`config.mk`:
```
export PLATFORM = sky130hd
export DESIGN_NAME = quantity_limited_fifo_with_split_core
export DESIGN_NICKNAME = d
export VERILOG_FILES = /design/src/rtl/core/qlfifo_pkg.sv /design/src/rtl/core/qlfifo_cell.sv /design/src/rtl/core/quantity_limited_fifo_with_split_core.sv
export SDC_FILE = /design/constraint.sdc
export NUM_CORES = 2
export LEC_CHECK = 0
export BUFFER_PORTS_ARGS = -buffer_cell sky130_fd_sc_hd__buf_2
export CAP_MARGIN = 20
export CORE_MARGIN = 8
export CORE_UTILIZATION = 55
export DETAILED_ROUTE_END_ITERATION = 6
export PLACE_DENSITY = 0.79
export SETUP_SLACK_MARGIN = 0.4
export SLEW_MARGIN = 5
export SYNTH_ARGS = -nofsm -noshare
export SYNTH_HDL_FRONTEND = slang
export SYNTH_SLANG_ARGS = --single-unit
```
`constraint.sdc`:
```
create_clock -name clk -period 11.8 [get_ports clk]
set_input_delay 2.36 -clock clk [delete_from_list [all_inputs] [get_ports clk]]
set_output_delay 2.36 -clock clk [all_outputs]
set_load 0.01 [all_outputs]
```
`src/rtl/core/qlfifo_pkg.sv`:
```
// Shared types and constants for the quantity-limited FIFO.
// Used by the cell, the top level and the bench; no dependencies.
package qlfifo_pkg;
  localparam int DEPTH_DEF   = 16;
  localparam int ID_BITS_DEF = 16;
  localparam int QTY_W       = 32;
  localparam int ID_W        = 16;
  localparam int CNT_W       = 5;
  localparam int ST_W        = 3;

  localparam logic [1:0] FN_PUSH    = 2'd0;
  localparam logic [1:0] FN_POP_ONE = 2'd1;
  localparam logic [1:0] FN_POP_CNT = 2'd2;
  localparam logic [1:0] FN_POP_QTY = 2'd3;

  localparam logic [ST_W-1:0] ST_OK       = 3'd0;
  localparam logic [ST_W-1:0] ST_OVER_CAP = 3'd1;
  localparam logic [ST_W-1:0] ST_DUP      = 3'd2;
  localparam logic [ST_W-1:0] ST_FEW_ENT  = 3'd3;
  localparam logic [ST_W-1:0] ST_FEW_QTY  = 3'd4;
  localparam logic [ST_W-1:0] ST_ZERO_QTY = 3'd5;

  // per-cycle command broadcast from the controller to every cell
  typedef struct packed {
    logic shift;   // every cell takes its upstream neighbour's entry
    logic load;    // cell whose slot equals the fill level captures the push
    logic trim;    // head cell subtracts trim_qty from its quantity
  } cell_ctl_t;
endpackage

```
`src/rtl/core/qlfifo_cell.sv`:
```
// One storage cell of the shifting entry chain.
// Depends on qlfifo_pkg. Cell 0 is the head; data moves towards it on a shift.
module qlfifo_cell #(
  parameter int ID_BITS = qlfifo_pkg::ID_BITS_DEF,
  parameter int CW      = 5
) (
  input  logic                        clk,
  input  qlfifo_pkg::cell_ctl_t       ctl,
  input  logic [CW-1:0]               slot,
  input  logic [CW-1:0]               fill,
  input  logic [ID_BITS-1:0]          push_id,
  input  logic [qlfifo_pkg::QTY_W-1:0] push_qty,
  input  logic [qlfifo_pkg::QTY_W-1:0] trim_qty,
  input  logic [ID_BITS-1:0]          up_id,
  input  logic [qlfifo_pkg::QTY_W-1:0] up_qty,
  output logic [ID_BITS-1:0]          id_r,
  output logic [qlfifo_pkg::QTY_W-1:0] qty_r,
  output logic                        hit
);
  logic [ID_BITS-1:0]           id_nxt;
  logic [qlfifo_pkg::QTY_W-1:0] qty_nxt;

  assign hit = (slot < fill) && (id_r == push_id);

  always_comb begin
    id_nxt  = id_r;
    qty_nxt = qty_r;
    if (ctl.shift) begin
      id_nxt  = up_id;
      qty_nxt = up_qty;
    end else if (ctl.load && slot == fill) begin
      id_nxt  = push_id;
      qty_nxt = push_qty;
    end else if (ctl.trim && slot == '0) begin
      qty_nxt = qty_r - trim_qty;
    end
  end

  always_ff @(posedge clk) begin
    id_r  <= id_nxt;
    qty_r <= qty_nxt;
  end
endmodule

```
`src/rtl/core/quantity_limited_fifo_with_split_core.sv`:
```
// Quantity-limited FIFO, top level: controller, output register and cell chain.
// Push and error items give their one result from the decode state through the output
// register; a pop that removes entries first scans the chain entry by entry so that
// every piece carries the post-item totals, then emits one piece per cycle while the
// output does not stall.
// One item at a time: in_stall stays high until its last result is in the output register.
// Reset (rst_n, synchronous): empty, capacity 0; entry storage is not cleared.
module quantity_limited_fifo_with_split_core #(
  parameter int DEPTH   = qlfifo_pkg::DEPTH_DEF,
  parameter int ID_BITS = qlfifo_pkg::ID_BITS_DEF
) (
  input  logic                              clk,
  input  logic                              rst_n,
  input  logic                              cfg_we,
  input  logic [qlfifo_pkg::QTY_W-1:0]      cfg_wdata,
  input  logic                              in_valid,
  output logic                              in_stall,
  input  logic [1:0]                        in_func,
  input  logic [qlfifo_pkg::ID_W-1:0]       in_item_id,
  input  logic [qlfifo_pkg::QTY_W-1:0]      in_item_qty,
  input  logic [qlfifo_pkg::CNT_W-1:0]      in_pop_count,
  output logic                              out_valid,
  input  logic                              out_stall,
  output logic [qlfifo_pkg::ST_W-1:0]       out_status,
  output logic [qlfifo_pkg::ID_W-1:0]       out_out_id,
  output logic [qlfifo_pkg::QTY_W-1:0]      out_out_qty,
  output logic                              out_last,
  output logic [qlfifo_pkg::QTY_W-1:0]      out_total_qty,
  output logic [qlfifo_pkg::CNT_W-1:0]      out_entry_count
);
  localparam int CW = $clog2(DEPTH + 1);
  localparam int QW = qlfifo_pkg::QTY_W;
  localparam logic [CW-1:0] DEPTH_C = CW'(DEPTH);

  localparam logic [1:0] S_IDLE = 2'd0;
  localparam logic [1:0] S_DEC  = 2'd1;
  localparam logic [1:0] S_POP  = 2'd2;
  localparam logic [1:0] S_SCAN = 2'd3;

  logic [1:0]            state_r, state_nxt;
  logic [QW-1:0]         cap_r;
  logic [CW-1:0]         cnt_r, cnt_nxt;
  logic [QW-1:0]         tot_r, tot_nxt;
  logic [1:0]            func_r;
  logic [ID_BITS-1:0]    id_r;
  logic [QW-1:0]         left_r, left_nxt;
  logic [CW:0]           want_r, want_nxt;
  logic                  ov_r, ov_nxt;
  logic [qlfifo_pkg::ST_W-1:0] o_st_r, o_st_nxt;
  logic [ID_BITS-1:0]    o_id_r, o_id_nxt;
  logic [QW-1:0]         o_q_r, o_q_nxt;
  logic                  o_last_r, o_last_nxt;
  logic [QW-1:0]         o_tot_r, o_tot_nxt;
  logic [CW-1:0]         o_cnt_r, o_cnt_nxt;
  logic [CW-1:0]         k_r, k_nxt;
  logic [QW-1:0]         acc_r, acc_nxt;
  logic [QW-1:0]         fin_tot_r, fin_tot_nxt;
  logic [CW-1:0]         fin_cnt_r, fin_cnt_nxt;
  logic [QW:0]           scan_sum;

  qlfifo_pkg::cell_ctl_t ctl;
  logic [ID_BITS-1:0]    c_id  [DEPTH+1];
  logic [QW-1:0]         c_qty [DEPTH+1];
  logic [DEPTH-1:0]      hits;
  logic [QW-1:0]         trim_q;

  assign c_id[DEPTH]  = '0;
  assign c_qty[DEPTH] = '0;

  for (genvar g = 0; g < DEPTH; g++) begin : g_cell
    qlfifo_cell #(.ID_BITS(ID_BITS), .CW(CW)) u_cell (
      .clk(clk), .ctl(ctl), .slot(CW'(g)), .fill(cnt_r),
      .push_id(id_r), .push_qty(left_r), .trim_qty(trim_q),
      .up_id(c_id[g+1]), .up_qty(c_qty[g+1]),
      .id_r(c_id[g]), .qty_r(c_qty[g]), .hit(hits[g])
    );
  end

  logic out_free;
  assign out_free = !ov_r || !out_stall;
  assign in_stall = (state_r != S_IDLE);
  assign trim_q   = left_r;
  // running sum of the entries from the head up to the scan position
  assign scan_sum = {1'b0, acc_r} + {1'b0, c_qty[k_r]};

  always_comb begin
    logic [QW:0] sum;
    logic [QW-1:0] hq;
    state_nxt   = state_r;
    cnt_nxt     = cnt_r;
    tot_nxt     = tot_r;
    left_nxt    = left_r;
    want_nxt    = want_r;
    ov_nxt      = ov_r && out_stall;
    o_st_nxt    = o_st_r;
    o_id_nxt    = o_id_r;
    o_q_nxt     = o_q_r;
    o_last_nxt  = o_last_r;
    o_tot_nxt   = o_tot_r;
    o_cnt_nxt   = o_cnt_r;
    k_nxt       = k_r;
    acc_nxt     = acc_r;
    fin_tot_nxt = fin_tot_r;
    fin_cnt_nxt = fin_cnt_r;
    ctl         = '0;
    sum         = {1'b0, tot_r} + {1'b0, left_r};
    hq          = c_qty[0];
    case (state_r)
      S_IDLE: begin
        if (in_valid) begin
          state_nxt = S_DEC;
          left_nxt  = in_item_qty;
          want_nxt  = (in_func == qlfifo_pkg::FN_POP_ONE) ? (CW+1)'(1)
                                                          : (CW+1)'(in_pop_count);
        end
      end
      S_DEC: begin
        if (out_free) begin
          ov_nxt     = 1'b1;
          o_st_nxt   = qlfifo_pkg::ST_OK;
          o_id_nxt   = '0;
          o_q_nxt    = '0;
          o_last_nxt = 1'b1;
          state_nxt  = S_IDLE;
          case (func_r)
            qlfifo_pkg::FN_PUSH: begin
              if (sum > {1'b0, cap_r})     o_st_nxt = qlfifo_pkg::ST_OVER_CAP;
              else if (|hits)              o_st_nxt = qlfifo_pkg::ST_DUP;
              else if (cnt_r >= DEPTH_C)   o_st_nxt = qlfifo_pkg::ST_OVER_CAP;
              else begin
                ctl.load = 1'b1;
                cnt_nxt  = cnt_r + 1'b1;
                tot_nxt  = sum[QW-1:0];
              end
            end
            qlfifo_pkg::FN_POP_ONE, qlfifo_pkg::FN_POP_CNT: begin
              if (want_r > {1'b0, cnt_r}) o_st_nxt = qlfifo_pkg::ST_FEW_ENT;
              else if (want_r != '0) begin
                ov_nxt    = 1'b0;
                k_nxt     = '0;
                acc_nxt   = '0;
                state_nxt = S_SCAN;
              end
            end
            default: begin
              if (left_r > tot_r)        o_st_nxt = qlfifo_pkg::ST_FEW_QTY;
              else if (left_r == '0)     o_st_nxt = qlfifo_pkg::ST_ZERO_QTY;
              else begin
                ov_nxt    = 1'b0;
                k_nxt     = '0;
                acc_nxt   = '0;
                state_nxt = S_SCAN;
              end
            end
          endcase
          o_tot_nxt = tot_nxt;
          o_cnt_nxt = cnt_nxt;
        end
      end
      // find the totals left after the whole pop before the first piece goes out
      S_SCAN: begin
        if (func_r == qlfifo_pkg::FN_POP_QTY) begin
          if (k_r == cnt_r || acc_r == left_r || scan_sum > {1'b0, left_r}) begin
            fin_tot_nxt = tot_r - left_r;
            fin_cnt_nxt = cnt_r - k_r;
            state_nxt   = S_POP;
          end else begin
            acc_nxt = scan_sum[QW-1:0];
            k_nxt   = k_r + 1'b1;
          end
        end else begin
          if ({1'b0, k_r} == want_r) begin
            fin_tot_nxt = tot_r - acc_r;
            fin_cnt_nxt = cnt_r - k_r;
            state_nxt   = S_POP;
          end else begin
            acc_nxt = scan_sum[QW-1:0];
            k_nxt   = k_r + 1'b1;
          end
        end
      end
      S_POP: begin
        if (out_free) begin
          ov_nxt    = 1'b1;
          o_st_nxt  = qlfifo_pkg::ST_OK;
          o_id_nxt  = c_id[0];
          o_tot_nxt = fin_tot_r;
          o_cnt_nxt = fin_cnt_r;
          if (func_r == qlfifo_pkg::FN_POP_QTY) begin
            if (hq > left_r) begin
              ctl.trim   = 1'b1;
              o_q_nxt    = left_r;
              tot_nxt    = tot_r - left_r;
              left_nxt   = '0;
            end else begin
              ctl.shift  = 1'b1;
              o_q_nxt    = hq;
              tot_nxt    = tot_r - hq;
              cnt_nxt    = cnt_r - 1'b1;
              left_nxt   = left_r - hq;
            end
            o_last_nxt = (left_nxt == '0) || (cnt_nxt == '0);
          end else begin
            ctl.shift  = 1'b1;
            o_q_nxt    = hq;
            tot_nxt    = tot_r - hq;
            cnt_nxt    = cnt_r - 1'b1;
            want_nxt   = want_r - 1'b1;
            o_last_nxt = (want_nxt == '0);
          end
          if (o_last_nxt) state_nxt = S_IDLE;
        end
      end
      default: state_nxt = S_IDLE;
    endcase
  end

  always_ff @(posedge clk) begin
    if (!rst_n) begin
      state_r <= S_IDLE;
      cap_r   <= '0;
      cnt_r   <= '0;
      tot_r   <= '0;
      ov_r    <= 1'b0;
    end else begin
      state_r <= state_nxt;
      cnt_r   <= cnt_nxt;
      tot_r   <= tot_nxt;
      ov_r    <= ov_nxt;
      if (cfg_we) cap_r <= cfg_wdata;
    end
  end

  always_ff @(posedge clk) begin
    if (state_r == S_IDLE && in_valid) begin
      func_r <= in_func;
      id_r   <= in_item_id[ID_BITS-1:0];
    end
    left_r    <= left_nxt;
    want_r    <= want_nxt;
    o_st_r    <= o_st_nxt;
    o_id_r    <= o_id_nxt;
    o_q_r     <= o_q_nxt;
    o_last_r  <= o_last_nxt;
    o_tot_r   <= o_tot_nxt;
    o_cnt_r   <= o_cnt_nxt;
    k_r       <= k_nxt;
    acc_r     <= acc_nxt;
    fin_tot_r <= fin_tot_nxt;
    fin_cnt_r <= fin_cnt_nxt;
  end

  assign out_valid       = ov_r;
  assign out_status      = o_st_r;
  assign out_out_id      = qlfifo_pkg::ID_W'(o_id_r);
  assign out_out_qty     = o_q_r;
  assign out_last        = o_last_r;
  assign out_total_qty   = o_tot_r;
  assign out_entry_count = qlfifo_pkg::CNT_W'(o_cnt_r);
endmodule

```
* After elaboration in Yosys (flattened, before gate mapping)
Index checks and enable logic that the tools add are counted.
** Word-level totals
- Bits in registers :: 1059
- Logic and storage cells :: 408
** Cells by class
- Multiplexer cells :: 187
- Bitwise gates (word level) :: 1
- Equality and inequality tests :: 57
- Reductions and logical operators :: 77
- Add/subtract/negate cells :: 12
- Magnitude comparators :: 23
** Operators with widths (count)
- $mux W32 :: 64
- $mux W16 :: 32
- $pmux W32 S2 :: 6
- $eq A16 B16 Y1 :: 16
- $bmux W32 S5 :: 1
- $sub A32 B32 Y32 :: 5
- $mux W5 :: 24
- $add A32 B32 Y33 :: 2
- $gt A33 B32 Y1 :: 2
- $gt A32 B32 Y1 :: 2
- $logic_not A32 Y1 :: 2
- $eq A4 B5 Y1 const A :: 8
- $lt A4 B5 Y1 const A :: 8
- $pmux W5 S2 :: 4
- $reduce_bool A2 Y1 :: 20
- $logic_and A1 B1 Y1 :: 34
- $eq A32 B32 Y1 :: 1
- $pmux W16 S2 :: 1
- $mux W2 :: 14
- $mux W1 :: 26
- $eq A3 B5 Y1 const A :: 4
- $lt A3 B5 Y1 const A :: 4
- $mux W6 :: 3
- $ne A3 B3 Y1 const B :: 6
- 37 further kinds :: 68

* Longest topological paths before layout
- Word-level depth :: 13
- Gate-level depth with buffers :: 30
- Depth with buffers taken out :: 27

* Cells and area by module
Synthesis repeated with hierarchy kept, for this count alone.
** Unflattened totals
- Cells, all modules :: 11317
- Area, all modules :: 102408.2 sq um
** By module, submodules not included
- qlfifo_cell at g_cell[0].u_cell ... :: instances 10, cells each 508, area each 4584.4 sq um
- quantity_limited_fifo_with_split_core :: instances 1, cells each 3219, area each 29650.9 sq um
- qlfifo_cell at g_cell[4].u_cell ... :: instances 6, cells each 503, area each 4485.6 sq um

* Worst setup path before layout
No wires, ideal clock.
- Path type :: register -> register
- From :: reg k_r[0]
- To :: reg acc_r[0] (enable)
- Slack :: 939 ps
- Path buffers :: 3
- Stages on the path, launching flop included :: 30
- Setup time :: 713 ps
- Required time :: 11087 ps
- Arrival :: 10148 ps
- Path through :: edfxtp_1 clkbuf_1 clkbuf_1 buf_1 mux4_2 mux4_2 nor2b_1 ha_1 inv_1 fa_1 nor2b_1 o31a_1 o211ai_1 and3_1 a21oi_1 nand3b_1 nand3_1 a21oi_1 o21ai_0 xor2_1 ha_1 and4_1 nand3_1 nor3_1 o211ai_1 nand2_1 nor2_1 o21ai_0 nor3b_1 a21oi_1
** On the way
- Cells in the longest elaborated chain, start to end :: 9
- Elaborated cells on any way between the ends :: 13
- Classes of those cells :: add/sub: 1; order compare: 1; eq/ne: 4; mux: 3; bitwise: 1; reduce/logical: 3
** Ends and longest elaborated chain
- from (decl) :: RTL line quantity_limited_fifo_with_split_core.sv:55 : logic [CW-1:0] k_r, k_nxt;
- from (signal assigned) :: RTL line quantity_limited_fifo_with_split_core.sv:247 : k_r <= k_nxt;
- $not A5 Y6 (not written as such) :: RTL line quantity_limited_fifo_with_split_core.sv:84 : assign scan_sum = {1'b0, acc_r} + {1'b0, c_qty[k_r]};
- $bmux W32 S5 :: RTL line quantity_limited_fifo_with_split_core.sv:84
- $mux W32 (not written as such) (2 in series) :: RTL line quantity_limited_fifo_with_split_core.sv:84
- $add A32 B32 Y33 :: RTL line quantity_limited_fifo_with_split_core.sv:84
- via scan_sum[30] :: RTL line quantity_limited_fifo_with_split_core.sv:59 : logic [QW:0] scan_sum;
- $gt A33 B32 Y1 :: RTL line quantity_limited_fifo_with_split_core.sv:163 : if (k_r == cnt_r || acc_r == left_r || scan_sum > {1'b0, left_r}) begin
- $logic_or A1 B1 Y1 :: RTL line quantity_limited_fifo_with_split_core.sv:163
- $ne A3 B3 Y1 (no line)
- $reduce_and A9 Y1 (no line)
- to (signal assigned) :: RTL line quantity_limited_fifo_with_split_core.sv:248 : acc_r <= acc_nxt;
- to (decl) :: RTL line quantity_limited_fifo_with_split_core.sv:56 : logic [QW-1:0] acc_r, acc_nxt;
The timed path passes the listed nets, and every way through them passes these cells. The select of a mux whose other input is x is not followed.
A chain may end at the register's enable or synchronous reset.

* Worst setup path in the final report
- From :: reg left_r[1]
- To :: reg g_cell[13].u_cell.id_r[10] (enable)
** On the way
- Cells in the longest elaborated chain, start to end :: 8
- Elaborated cells on any way between the ends :: 13
- Classes of those cells :: add/sub: 1; order compare: 2; mux: 8; reduce/logical: 2
** Ends and longest elaborated chain
- from (decl) :: RTL line quantity_limited_fifo_with_split_core.sv:46 : logic [QW-1:0] left_r, left_nxt;
- from (signal assigned) :: RTL line quantity_limited_fifo_with_split_core.sv:239 : left_r <= left_nxt;
- $add A32 B32 Y33 :: RTL line quantity_limited_fifo_with_split_core.sv:106 : sum = {1'b0, tot_r} + {1'b0, left_r};
- $gt A33 B32 Y1 :: RTL line quantity_limited_fifo_with_split_core.sv:127 : if (sum > {1'b0, cap_r}) o_st_nxt = qlfifo_pkg::ST_OVER_CAP;
- $mux W1 :: RTL line quantity_limited_fifo_with_split_core.sv:127
- $mux W1 :: RTL line quantity_limited_fifo_with_split_core.sv:125 : case (func_r)
- $mux W1 :: RTL line quantity_limited_fifo_with_split_core.sv:118 : if (out_free) begin
- $mux W1 :: RTL line quantity_limited_fifo_with_split_core.sv:108 : case (state_r)
- $logic_and A1 B1 Y1 :: RTL line qlfifo_cell.sv:31 : end else if (ctl.load && slot == fill) begin
- $reduce_bool A2 Y1 (no line) (*)
- to (signal assigned) :: RTL line qlfifo_cell.sv:40 : id_r <= id_nxt;
- to (decl) :: RTL line qlfifo_cell.sv:16 : output logic [ID_BITS-1:0] id_r,
Every way passes the cells marked *; elsewhere a longest branch is shown, timed or not.

==> reports/results.tsv <==
metric	value	unit
status	complete, but fails checks	
violations	design-rule violations	
ant_nets	0	
r2r_setup_slack	2.35	ns
hp-class	flop to flop	
vias	50300	
cts_resized	0	
ys_async_sr_fraction	0	
synthCells	6341	
die_y	356	um
end_kind	flop	
vias_per_cell	6.32	
tightestPinTransition	1.14	ns
crit_fanout	32	
leakage	27.0	nW
htree_levels	3	
numPortBuffers	182	
synth_cell_types	94	
slew_viol_final	0	
finalPower	10.3	mW
critPathKind	flop to flop	
final_cell_mix	nand2_1 (1700), edfxtp_1 (939), a21oi_1 (340), ha_1 (306), xor2_1 (284)	
fmax	0.106	GHz
ys_warn_count	0	
finalHoldViolations	0	
finalWeightedCongestion	0.998	
clockBufferDepth	3	
hold_depth	2	
wirelength	198000	um
coreArea	114000	um2
whs	0.475	ns
ioPinCount	183	
synth_edf_count	939	
min_from	g_cell[15].u_cell.qty_r[20]	
grt_pass1_vias	48600	
powerDensity	149	nW/um2
maxCapViolCount	0	
hpwl	140000	um
antenna_found_initial	1	
slew_headroom	0.222	
start_util	0.555	
hold_path_end	g_cell[15].u_cell.qty_r[20]	
fill_cells	9053	
clkTransAtPathRegs	0.06	ns
final.period_utilization	0.801	
cts_hold_buf	0	
r2r_start	left_r[1]	
grt_pass1_wl	295000	um
syn_avg_cell_area	10.0	um2
setup.worst_path.start_class	flop	
grt_max_degree	203	
clockRootBuffer	clkbuf_16	
required	12.15	ns
clk_latency	0.73	ns
ys_seq_area_frac	0.482	
die_x	356	um
netlist_area	63400	um2
fin_skew	0.0394	ns
wl_per_cell	24.9	um
drc	2	
crit_arrival	9.80	ns
ys.flop_type	edfxtp_1	
rsz0062_at_grt	false	
final_layout_size_suffix_gt1_frac	0.0993	
ir_drop	0.117	mV
drtPass1Iterations	7	
dieArea	126000	um2
grtUsageTotal	0.301	
cts_tree	built	
layout_commonest_cell	nand2_1	
setup_violations	0	
grt_overflow	0	
min_period	9.45	ns
cts_buffers	110	
rows	124	
drt_iter0_markers	6644	
numClockSinks	1059	
ff2ff_path_depth	25	
r2r-end	g_cell[13].u_cell.id_r[10]	
synth_nets	6749	
tns	0	ns
synth-seq-cells	1059	
nets	6749	
area_growth	8.93	%
postCtsSetupBuffers	0	
==> metal layers <==
metal / wire (um) / global-route usage / up-vias
li1: - / - / 22400
met1: 75300 / 0.401 / 24200
met2: 90700 / 0.479 / 3204
met3: 22300 / 0.0578 / 510
met4: 9210 / 0.133 / 4
met5: 93 / 0.00461 / -
==> worst max-delay path by stage <==
stage                          from                          end  slack, ns
after CTS                 left_r[1]  g_cell[13].u_cell.qty_r[20]       2.51
after global placement    left_r[1]   g_cell[13].u_cell.qty_r[8]       2.83
after floorplan              k_r[0]                     acc_r[0]       0.94
after global routing      left_r[1]    g_cell[9].u_cell.qty_r[6]       2.13
final                     left_r[1]   g_cell[13].u_cell.id_r[10]       2.35
after detailed placement  left_r[1]  g_cell[13].u_cell.qty_r[10]       2.56
==> state kept, by name, summed over array words and instances (netlist names) <==
register	cells
fin_tot_r	32
k_r	5
out_valid	1
out_entry_count	5
cnt_r	5
id_r	16
out_out_id	16
state_r	2
cap_r	32
out_total_qty	32
func_r	2
g_cell.u_cell.qty_r	512
fin_cnt_r	5
out_last	1
want_r	6
out_status	3
left_r	32
g_cell.u_cell.id_r	256
acc_r	32
tot_r	32
out_out_qty	32
==> critical path, cell delays in order, from the launching register on <==
cell	delay [ns]
edfxtp_1	0.68
inv_1	0.26
ha_1	0.35
nand2b_1	0.14
a221oi_1	0.11
o41ai_1	0.67
o31ai_1	0.26
a2111oi_0	1.01
nor3_1	0.31
nor2_1	0.26
o21ai_0	0.14
xnor2_1	0.16
ha_1	0.33
and4_1	0.20
nand3_1	0.12
nor4b_1	0.46
a41oi_1	0.21
nor2_1	0.15
a31oi_1	0.09
a21oi_1	0.29
o311ai_4	0.15
buf_4	0.33
nor2_1	0.48
nand3_1	0.40
o21ai_4	0.94
buf_4	0.54
==> area by class of cell <==
type | count | area [um2] | share of cell area
timing repair buffer | 259 | 1530 | 0.0222
tap | 1512 | 1890 | 0.0274
sequential | 1059 | 30600 | 0.443
multi-input combinational | 4659 | 30500 | 0.442
inverter | 252 | 948 | 0.0137
clock buffer | 148 | 3020 | 0.0437
antenna | 1 | 2.50 | 0.0000362
clock inverter | 60 | 578 | 0.00837
==> stage by stage <==
stage,setup WS (ns),area [um2],instances,util
final,2.35,69100,7950,0.604
after global routing,2.13,69100,7949,0.604
after CTS,2.51,69000,7947,0.604
after detailed placement,2.56,65400,7739,0.572
after global placement,2.83,65400,7739,0.572
after floorplan,0.939,63400,6341,-
==> cells in the mapped netlist (all sizes together), types with 12 or more instances <==
cell type / number / area, um2
clkbuf: 197 / 739
a21o: 107 / 803
or3: 21 / 131
nand3: 151 / 756
buf: 174 / 880
a211o: 14 / 123
mux2i: 86 / 861
o21bai: 34 / 255
inv: 251 / 942
nand4: 55 / 344
a211oi: 36 / 275
nor2b: 63 / 394
nand2b: 32 / 200
xnor2: 206 / 1800
xor2: 284 / 2490
mux4: 159 / 3580
a31oi: 31 / 200
ha: 308 / 3850
and2: 61 / 382
nor3: 51 / 260
nand2: 1702 / 6390
and3: 16 / 100
a21oi: 342 / 1720
o21ai: 285 / 1430
edfxtp: 939 / 28200
nor2: 265 / 995
o211ai: 23 / 178
a32o: 12 / 120
o21a: 34 / 255
nor4: 76 / 490
dfxtp: 120 / 2400
o31ai: 29 / 218
==> report_power, final <==
part           internal (mW)  total (mW)  switching [mW]
logic                  0.821        2.34            1.52
clock network           1.97        3.49            1.52
registers               4.31        4.45           0.144
==> cell families (layout without fill, tap and decap cells) <==
logic type,after synthesis,count (layout),synth area share
flip-flops,1059,1059,0.482
multiplexers,251,251,0.0711
other,0,1,0
XOR/XNOR,490,490,0.0677
AND/OR/NAND/NOR,2528,2528,0.169
buffers and inverters,623,719,0.0404
adder cells (fa/ha/maj),316,316,0.0633
AO/OA/AOI/OAI,1074,1074,0.106
(Power assumes the default switching activity.)
